### src/sv/saq_pkg.sv
`default_nettype none
// ----------------------------------------------------------------------------
// saq_pkg: shared types and constants of the sorted alarm queue
// Entry layout, result kinds, input modes and ring index helper.
// ----------------------------------------------------------------------------
package saq_pkg;

	localparam int unsigned QUEUE_DEPTH  = 16;
	localparam int unsigned RESULT_LIMIT = 16;
	localparam int unsigned IDX_W        = (QUEUE_DEPTH > 1) ? $clog2(QUEUE_DEPTH) : 1;
	localparam int unsigned CNT_W        = $clog2(QUEUE_DEPTH + 1);
	localparam int unsigned POP_W        = $clog2(RESULT_LIMIT + 1);

	localparam logic MODE_TICK   = 1'b0;
	localparam logic MODE_INSERT = 1'b1;

	typedef enum logic [1:0] {
		KIND_ACCEPT = 2'd0,
		KIND_REJECT = 2'd1,
		KIND_EXPIRE = 2'd2
	} kind_t;

	typedef struct packed {
		logic [31:0] deadline;
		logic [7:0]  tag;
	} entry_t;

	typedef struct packed {
		kind_t       kind;
		logic [7:0]  tag;
		logic [31:0] deadline;
	} result_t;

	typedef logic [IDX_W-1:0] idx_t;
	typedef logic [CNT_W-1:0] cnt_t;
	typedef logic [CNT_W:0]   sum_t;

	// ring slot at offset off from base; off stays below QUEUE_DEPTH
	function automatic idx_t wrap_idx(idx_t base, cnt_t off);
		sum_t s;
		s = sum_t'(base) + sum_t'(off);
		if (s >= sum_t'(QUEUE_DEPTH)) begin
			s = s - sum_t'(QUEUE_DEPTH);
		end
		return s[IDX_W-1:0];
	endfunction

endpackage
`default_nettype wire

### src/sv/saq_store.sv
`default_nettype none
// ----------------------------------------------------------------------------
// saq_store: alarm entry memory
// Ring storage of deadline and tag, one write and one registered read a cycle.
// ----------------------------------------------------------------------------
module saq_store (
	input  wire             clk,
	input  wire             we,
	input  saq_pkg::idx_t   waddr,
	input  saq_pkg::entry_t wdata,
	input  saq_pkg::idx_t   raddr,
	output saq_pkg::entry_t rdata
);

	saq_pkg::entry_t mem [saq_pkg::QUEUE_DEPTH];
	saq_pkg::entry_t rdata_q;

	always_ff @(posedge clk) begin
		if (we) begin
			mem[waddr] <= wdata;
		end
		rdata_q <= mem[raddr];
	end

	assign rdata = rdata_q;

endmodule
`default_nettype wire

### src/sv/saq_cmp.sv
`default_nettype none
// ----------------------------------------------------------------------------
// saq_cmp: wrap-aware deadline compare
// Tells whether deadline a is at or before b modulo 2^32.
// ----------------------------------------------------------------------------
module saq_cmp (
	input  wire [31:0] a,
	input  wire [31:0] b,
	output logic       not_later
);

	logic [31:0] diff;

	assign diff      = b - a;
	assign not_later = ~diff[31];

endmodule
`default_nettype wire

### src/sv/sorted_alarm_queue.sv
`default_nettype none
// ----------------------------------------------------------------------------
// sorted_alarm_queue: deadline-sorted alarm queue
// Insert: read and compare states per entry moved toward the tail, then put and finish;
// an empty queue goes straight to put, a full one straight to finish with a reject.
// Tick: read and compare states per entry popped, up to RESULT_LIMIT; one compare unit.
// Throughput: one request at a time; a new request is taken once results are queued.
// Memory reads are registered, so each compare step has a read state and a compare state.
// Reset clears the seconds counter and empties the queue; no clearing pass.
// ----------------------------------------------------------------------------
module sorted_alarm_queue (
	input  wire         clk,
	input  wire         arst_n,
	input  wire         s_axis_tvalid,
	output logic        s_axis_tready,
	input  wire  [23:0] s_axis_tdata,   // delay_seconds[15:0], alarm_tag[23:16]
	input  wire  [0:0]  s_axis_tuser,   // mode[0]
	output logic        m_axis_tvalid,
	input  wire         m_axis_tready,
	output logic [39:0] m_axis_tdata,   // tag[7:0], deadline[39:8]
	output logic [1:0]  m_axis_tuser,   // kind[1:0]
	output logic        m_axis_tlast
);

	typedef enum logic [2:0] {
		ST_IDLE,
		ST_INS_RD,
		ST_INS_CMP,
		ST_INS_PUT,
		ST_TK_RD,
		ST_TK_CMP,
		ST_FIN
	} state_t;

	state_t                   state_q;
	logic [31:0]              now_q;
	saq_pkg::idx_t            head_q;
	saq_pkg::cnt_t            count_q;
	saq_pkg::cnt_t            pos_q;
	logic [saq_pkg::POP_W-1:0] pops_q;
	logic [31:0]              dl_q;
	logic [7:0]               tag_q;
	saq_pkg::result_t         pend_q;
	logic                     pend_valid_q;
	saq_pkg::result_t         out_q;
	logic                     out_last_q;
	logic                     out_valid_q;

	logic             accept;
	logic             out_free;
	logic             out_load;
	logic [31:0]      new_dl;
	saq_pkg::idx_t    rd_addr;
	saq_pkg::idx_t    wr_addr;
	saq_pkg::entry_t  wr_data;
	saq_pkg::entry_t  rd_data;
	logic             wr_en;
	logic [31:0]      cmp_b;
	logic             not_later;

	assign s_axis_tready = (state_q == ST_IDLE);
	assign accept        = s_axis_tvalid && s_axis_tready;
	assign out_free      = !out_valid_q || m_axis_tready;
	assign out_load      = pend_valid_q && out_free &&
		(((state_q == ST_TK_CMP) && not_later) || (state_q == ST_FIN));
	assign new_dl        = now_q + {16'd0, s_axis_tdata[15:0]};

	always_comb begin
		unique case (state_q)
			ST_INS_RD: rd_addr = saq_pkg::wrap_idx(head_q, pos_q - 1'b1);
			default:   rd_addr = head_q;
		endcase
	end

	assign cmp_b   = (state_q == ST_TK_CMP) ? now_q : dl_q;
	assign wr_addr = saq_pkg::wrap_idx(head_q, pos_q);
	assign wr_en   = ((state_q == ST_INS_CMP) && !not_later) || (state_q == ST_INS_PUT);

	always_comb begin
		if (state_q == ST_INS_PUT) begin
			wr_data.deadline = dl_q;
			wr_data.tag      = tag_q;
		end else begin
			wr_data = rd_data;
		end
	end

	saq_store u_store (
		.clk   (clk),
		.we    (wr_en),
		.waddr (wr_addr),
		.wdata (wr_data),
		.raddr (rd_addr),
		.rdata (rd_data)
	);

	saq_cmp u_cmp (
		.a         (rd_data.deadline),
		.b         (cmp_b),
		.not_later (not_later)
	);

	always_ff @(posedge clk or negedge arst_n) begin
		if (!arst_n) begin
			state_q      <= ST_IDLE;
			now_q        <= '0;
			head_q       <= '0;
			count_q      <= '0;
			pos_q        <= '0;
			pops_q       <= '0;
			pend_valid_q <= 1'b0;
			out_valid_q  <= 1'b0;
		end else begin
			if (out_load) begin
				out_valid_q <= 1'b1;
			end else if (m_axis_tready) begin
				out_valid_q <= 1'b0;
			end
			unique case (state_q)
				ST_IDLE: begin
					if (accept) begin
						if (s_axis_tuser[0] == saq_pkg::MODE_INSERT) begin
							dl_q  <= new_dl;
							tag_q <= s_axis_tdata[23:16];
							pos_q <= count_q;
							if (count_q == saq_pkg::cnt_t'(saq_pkg::QUEUE_DEPTH)) begin
								pend_q.kind     <= saq_pkg::KIND_REJECT;
								pend_q.tag      <= s_axis_tdata[23:16];
								pend_q.deadline <= new_dl;
								pend_valid_q    <= 1'b1;
								state_q         <= ST_FIN;
							end else if (count_q == '0) begin
								state_q <= ST_INS_PUT;
							end else begin
								state_q <= ST_INS_RD;
							end
						end else begin
							now_q   <= now_q + 32'd1;
							pops_q  <= '0;
							state_q <= ST_TK_RD;
						end
					end
				end
				ST_INS_RD: begin
					state_q <= ST_INS_CMP;
				end
				ST_INS_CMP: begin
					if (!not_later) begin
						pos_q   <= pos_q - 1'b1;
						state_q <= (pos_q == saq_pkg::cnt_t'(1)) ? ST_INS_PUT : ST_INS_RD;
					end else begin
						state_q <= ST_INS_PUT;
					end
				end
				ST_INS_PUT: begin
					count_q         <= count_q + 1'b1;
					pend_q.kind     <= saq_pkg::KIND_ACCEPT;
					pend_q.tag      <= tag_q;
					pend_q.deadline <= dl_q;
					pend_valid_q    <= 1'b1;
					state_q         <= ST_FIN;
				end
				ST_TK_RD: begin
					if (count_q == '0 ||
						pops_q == saq_pkg::POP_W'(saq_pkg::RESULT_LIMIT)) begin
						state_q <= ST_FIN;
					end else begin
						state_q <= ST_TK_CMP;
					end
				end
				ST_TK_CMP: begin
					if (!not_later) begin
						state_q <= ST_FIN;
					end else if (!pend_valid_q || out_free) begin
						if (pend_valid_q) begin
							out_q      <= pend_q;
							out_last_q <= 1'b0;
						end
						pend_q.kind     <= saq_pkg::KIND_EXPIRE;
						pend_q.tag      <= rd_data.tag;
						pend_q.deadline <= rd_data.deadline;
						pend_valid_q    <= 1'b1;
						head_q          <= saq_pkg::wrap_idx(head_q, saq_pkg::cnt_t'(1));
						count_q         <= count_q - 1'b1;
						pops_q          <= pops_q + 1'b1;
						state_q         <= ST_TK_RD;
					end
				end
				ST_FIN: begin
					if (!pend_valid_q) begin
						state_q <= ST_IDLE;
					end else if (out_free) begin
						out_q        <= pend_q;
						out_last_q   <= 1'b1;
						pend_valid_q <= 1'b0;
						state_q      <= ST_IDLE;
					end
				end
				default: begin
					state_q <= ST_IDLE;
				end
			endcase
		end
	end

	assign m_axis_tvalid = out_valid_q;
	assign m_axis_tdata  = {out_q.deadline, out_q.tag};
	assign m_axis_tuser  = out_q.kind;
	assign m_axis_tlast  = out_last_q;

endmodule
`default_nettype wire
### config.mk
export PLATFORM = sky130hd
export DESIGN_NAME = sorted_alarm_queue
export DESIGN_NICKNAME = d
export VERILOG_FILES = /design/src/sv/saq_pkg.sv /design/src/sv/saq_store.sv /design/src/sv/saq_cmp.sv /design/src/sv/sorted_alarm_queue.sv
export SDC_FILE = /design/constraint.sdc
export NUM_CORES = 1
export LEC_CHECK = 0
export BUFFER_PORTS_ARGS = -buffer_cell sky130_fd_sc_hd__buf_2
export CORE_UTILIZATION = 55
export CTS_BUF_LIST = sky130_fd_sc_hd__clkbuf_8
export CTS_CLUSTER_SIZE = 24
export DETAILED_ROUTE_END_ITERATION = 7
export PLACE_DENSITY = 0.71
export SLEW_MARGIN = 20
export SYNTH_ARGS = -nofsm -noshare
export SYNTH_HDL_FRONTEND = slang
export SYNTH_SLANG_ARGS = --single-unit
### constraint.sdc
create_clock -name clk -period 7.5 [get_ports clk]
set_clock_uncertainty 0.05 [all_clocks]
set_input_delay 1.5 -clock clk [delete_from_list [all_inputs] [get_ports clk]]
set_output_delay 1.5 -clock clk [all_outputs]
set_load 0.02 [all_outputs]
==> run summary <==
Setup path
• Required @ worst endpoint: 7.92 ns
• count of cells along the worst register-to-register path: 15
• largest fanout on the critical path: 37
• reg2reg setup slack: 1.80 ns
• critical path endpoint category: flop
• Critical Path Source Type: flop
• cells along the critical path: nand2_1, or2_2, buf_4, nand2_1, nand2_1, ha_1, a2111oi_0, o21ai_0, o22ai_1, and3_1, a22oi_2, and2_1, nand3b_1, nor2_4, buf_4
• cell seen most often among critical-path stages: sky130_fd_sc_hd__nand2_1
• critical path start-end classification: reg -> reg
• longest individual stage delay on the worst path: 0.74 ns
• critical path data arrival time: 6.11 ns
• Critical Path Slowest Stage Cell: sky130_fd_sc_hd__dfrtp_1

Power and ir drop
• total net switching power: 6180 µW
• IR drop worst, VDD: 0.539 mV
• share of total power consumed by net switching: 0.369
• Cell Pwr Density: 417 nW/µm²
• part of the power in registers: 0.426
• cell internal power dissipation: 10600 µW
• part of the total power dissipated in combinational logic: 0.348
• clock network fraction of total power: 0.226
• P_leak: 0.0152 µW

Synthesis
• Mean Syn Cell Area: 14.4 µm²
• instance count of the mapped netlist: 2495
• number of synthesis warnings: 0
• portion of synthesized cell area occupied by the leading cell type: 0.638
• synthesized flop and latch total: 861
• total standard cell area after synthesis: 36000 µm²
• total nets after synthesis: 2586
• Async S/R FF share, synth: 0.0650
• Post-synth top flop: sky130_fd_sc_hd__edfxtp_1
• top cells by area in the synthesized netlist: sky130_fd_sc_hd__edfxtp_1 64%, sky130_fd_sc_hd__mux2i_1 4.6%, sky130_fd_sc_hd__dfrtp_1 3.9%, sky130_fd_sc_hd__nand2_1 3.9%, sky130_fd_sc_hd__a211oi_1 2.6%
• number of synthesized flops with an enable pin: 765
• number of library cell types mapped by synthesis: 72
• sequential-to-total area share from yosys stat: 0.699
• top cell type by total area after synthesis: sky130_fd_sc_hd__edfxtp_1

Die
• core outline area: 64600 µm²
• Die W: 258 µm
• Initial Utilization: 0.558
• number of placed I/O pins: 74
• chip height: 258 µm
• Total Die Area: 66500 µm²
• floorplan row count: 93

Routing
• remaining design rule violation count: 0
• Starting DRT DRC Count: 2241
• total wire length: 82300 µm
• Post-DRT Antenna Nets: 0
• iteration count of the initial detailed-routing pass: 7
• routed vias/inst: 5.94
• DR vias: 21400
• routed len/inst: 22.9 µm

Finish
• most common cell after layout, fill and taps aside: sky130_fd_sc_hd__edfxtp_1
• final std cells w/o fill: 3596
• share of final-layout standard cells stronger than drive strength 1: 0.146
• commonest cells after routing, fill and taps aside: 765 x sky130_fd_sc_hd__edfxtp_1, 373 x sky130_fd_sc_hd__nand2_1, 164 x sky130_fd_sc_hd__mux2i_1
• number of nets in the finished design: 2718
• filler instances: 4707
• layout overhead on the synthesized area: 11.7%

Clock network
• number of H-tree levels: 4
• maximum count of clock buffers along a single path: 3
• cts-stage hold buffer count: 0
• root buffer cell: sky130_fd_sc_hd__clkbuf_8
• clock slew at reported path FFs: 0.06 ns
• CTS-repair resized insts: 0
• clock latency reported for the late side of the worst-skew pair: 0.80 ns
• TritonCTS sink count: 861
• TritonCTS clock tree: yes
• number of setup buffers added after CTS: 0
• number of buffers created by CTS: 137

Job
• Maximum Capacitance Violations: 0

Timing
• total count of hold-check failures in the final report: 0
• pin slew with the least headroom to its limit: 1.11 ns
• post-route minimum period: 5.70 ns
• relative slew slack: 0.263
• setup repair after global routing missed its margin: false
• final-report max-slew violation count: 0
• PnR worst setup slack: 1.80 ns
• final count of negative-setup-slack endpoints: 0
• final period utilization: 0.760
• sum of negative setup slack: 0 ns
• timing-limited maximum frequency: 175 MHz
• hold slack final: 0.368 ns

Worst hold path
• HP Class: reg -> reg
• hold path cells: 0

Placed design
• final weighted congestion in routability-driven placement: 0.863
• DP Worst Slack: 1.91 ns
• HPWL after DPL: 52700 µm
• instance count after placement with tap cells included: 3341
• number of port buffers: 73

GRT
• wire length of the first global-routing pass: 126000 µm
• met3 routing resource usage after global routing: 0.0534
• via count of the first global-routing pass: 20700
• GR met1 Demand/Resource: 0.391
• largest net degree at the start of global routing: 173
• All-Layer GR Usage: 0.251
• number of antenna violations at the first check in global routing: 1
• overflow left after global routing: 0
• layer with the highest usage: met1
• routing usage on met2: 0.358

Outcome
• run status: finished clean

[cell usage after synthesis, types with 21 or more instances]
cell / count
sky130_fd_sc_hd__edfxtp_1: 765
sky130_fd_sc_hd__nor2_1: 55
sky130_fd_sc_hd__xnor2_1: 57
sky130_fd_sc_hd__ha_1: 59
sky130_fd_sc_hd__o21ai_0: 74
sky130_fd_sc_hd__mux2i_1: 166
sky130_fd_sc_hd__and3_1: 21
sky130_fd_sc_hd__a21oi_1: 69
sky130_fd_sc_hd__dfxtp_1: 40
sky130_fd_sc_hd__clkbuf_1: 96
sky130_fd_sc_hd__inv_1: 59
sky130_fd_sc_hd__xor2_1: 21
sky130_fd_sc_hd__nand2_1: 373
sky130_fd_sc_hd__mux4_2: 40
sky130_fd_sc_hd__a211oi_1: 126
sky130_fd_sc_hd__and2_1: 36
sky130_fd_sc_hd__buf_2: 28
sky130_fd_sc_hd__a21o_1: 33
sky130_fd_sc_hd__dfrtp_1: 56
sky130_fd_sc_hd__and2_0: 49
sky130_fd_sc_hd__a31oi_1: 47
sky130_fd_sc_hd__nand3_1: 31
sky130_fd_sc_hd__a311oi_1: 41
[critical path: cells and delay by family (launching register included)]
| kind | cells | cell delay [ns] |
|---|---|---|
| simple gates | 8 | 2.42 |
| buf+inv | 2 | 0.65 |
| flops | 1 | 0.74 |
| compound gates | 4 | 1.15 |
| fa+ha+maj | 1 | 0.30 |
[stage by stage]
step	util	total power (µW)	area (µm²)
2_1_floorplan	-	10900	36000
3_3_place_gp	0.581	12800	37600
3_5_place_dp	0.581	13000	37600
4_1_cts	0.622	16800	40200
5_1_grt	0.623	17600	40200
6_report	0.623	16800	40200
[registers in the layout, summed over array words and instances, names as in the netlist]
register,cells
pend_valid_q,1
count_q,5
m_axis_tdata,40
head_q,4
state_q,3
pos_q,5
m_axis_tvalid,1
m_axis_tuser,2
u_store.mem,640
dl_q,32
now_q,32
pops_q,5
pend_q,42
u_store.rdata,40
tag_q,8
m_axis_tlast,1
[power by group through the flow]
stage | Combinational (µW) | Sequential, µW | Clock, µW
after floorplan | 3780 | 7150 | 0
after global placement | 5640 | 7200 | 0
after detailed placement | 5790 | 7230 | 0
after CTS | 5810 | 7140 | 3860
after global routing | 6320 | 7200 | 4080
final | 5840 | 7140 | 3790
[final timing paths]
check | start | end
worst max-delay path | state_q[0]$_DFFE_PN0P_ | u_store.mem[8][38]$_DFFE_PP_
worst min-delay path | pend_q[8]$_DFFE_PP_ | m_axis_tdata[16]$_DFFE_PP_
worst max register to register | state_q[0]$_DFFE_PN0P_ | u_store.mem[8][38]$_DFFE_PP_
worst min register to register | pend_q[8]$_DFFE_PP_ | m_axis_tdata[16]$_DFFE_PP_
max in group asynchronous | arst_n | now_q[26]$_DFFE_PN0P_
min in group asynchronous | arst_n | pops_q[2]$_DFFE_PN0P_
[layout make-up]
| type | count | area [µm²] | share of cell area |
|---|---|---|---|
| antenna | 1 | 2.50 | 0.0000622 |
| clock buffer | 146 | 2010 | 0.0500 |
| clock inverter | 106 | 594 | 0.0148 |
| inverter | 61 | 234 | 0.00582 |
| multi-input combinational | 1432 | 10200 | 0.254 |
| sequential | 861 | 25200 | 0.626 |
| tap | 855 | 1070 | 0.0266 |
| timing repair buffer | 134 | 898 | 0.0223 |
[cells by family after synthesis]
family,after synthesis,share of synthesized area
flip-flops,861,0.699
AND/OR/NAND/NOR,635,0.0801
AO/OA/AOI/OAI,448,0.0845
multiplexers,209,0.0721
buffers and inverters,202,0.0232
XOR/XNOR,78,0.0190
adder cells (fa/ha/maj),62,0.0222
[layer usage]
layer	vias up	wire (µm)
met2	825	36000
met4	0	1500
met3	124	6390
met1	10700	38500
li1	9746	-
met5	-	0
(Power assumes the default switching activity.)
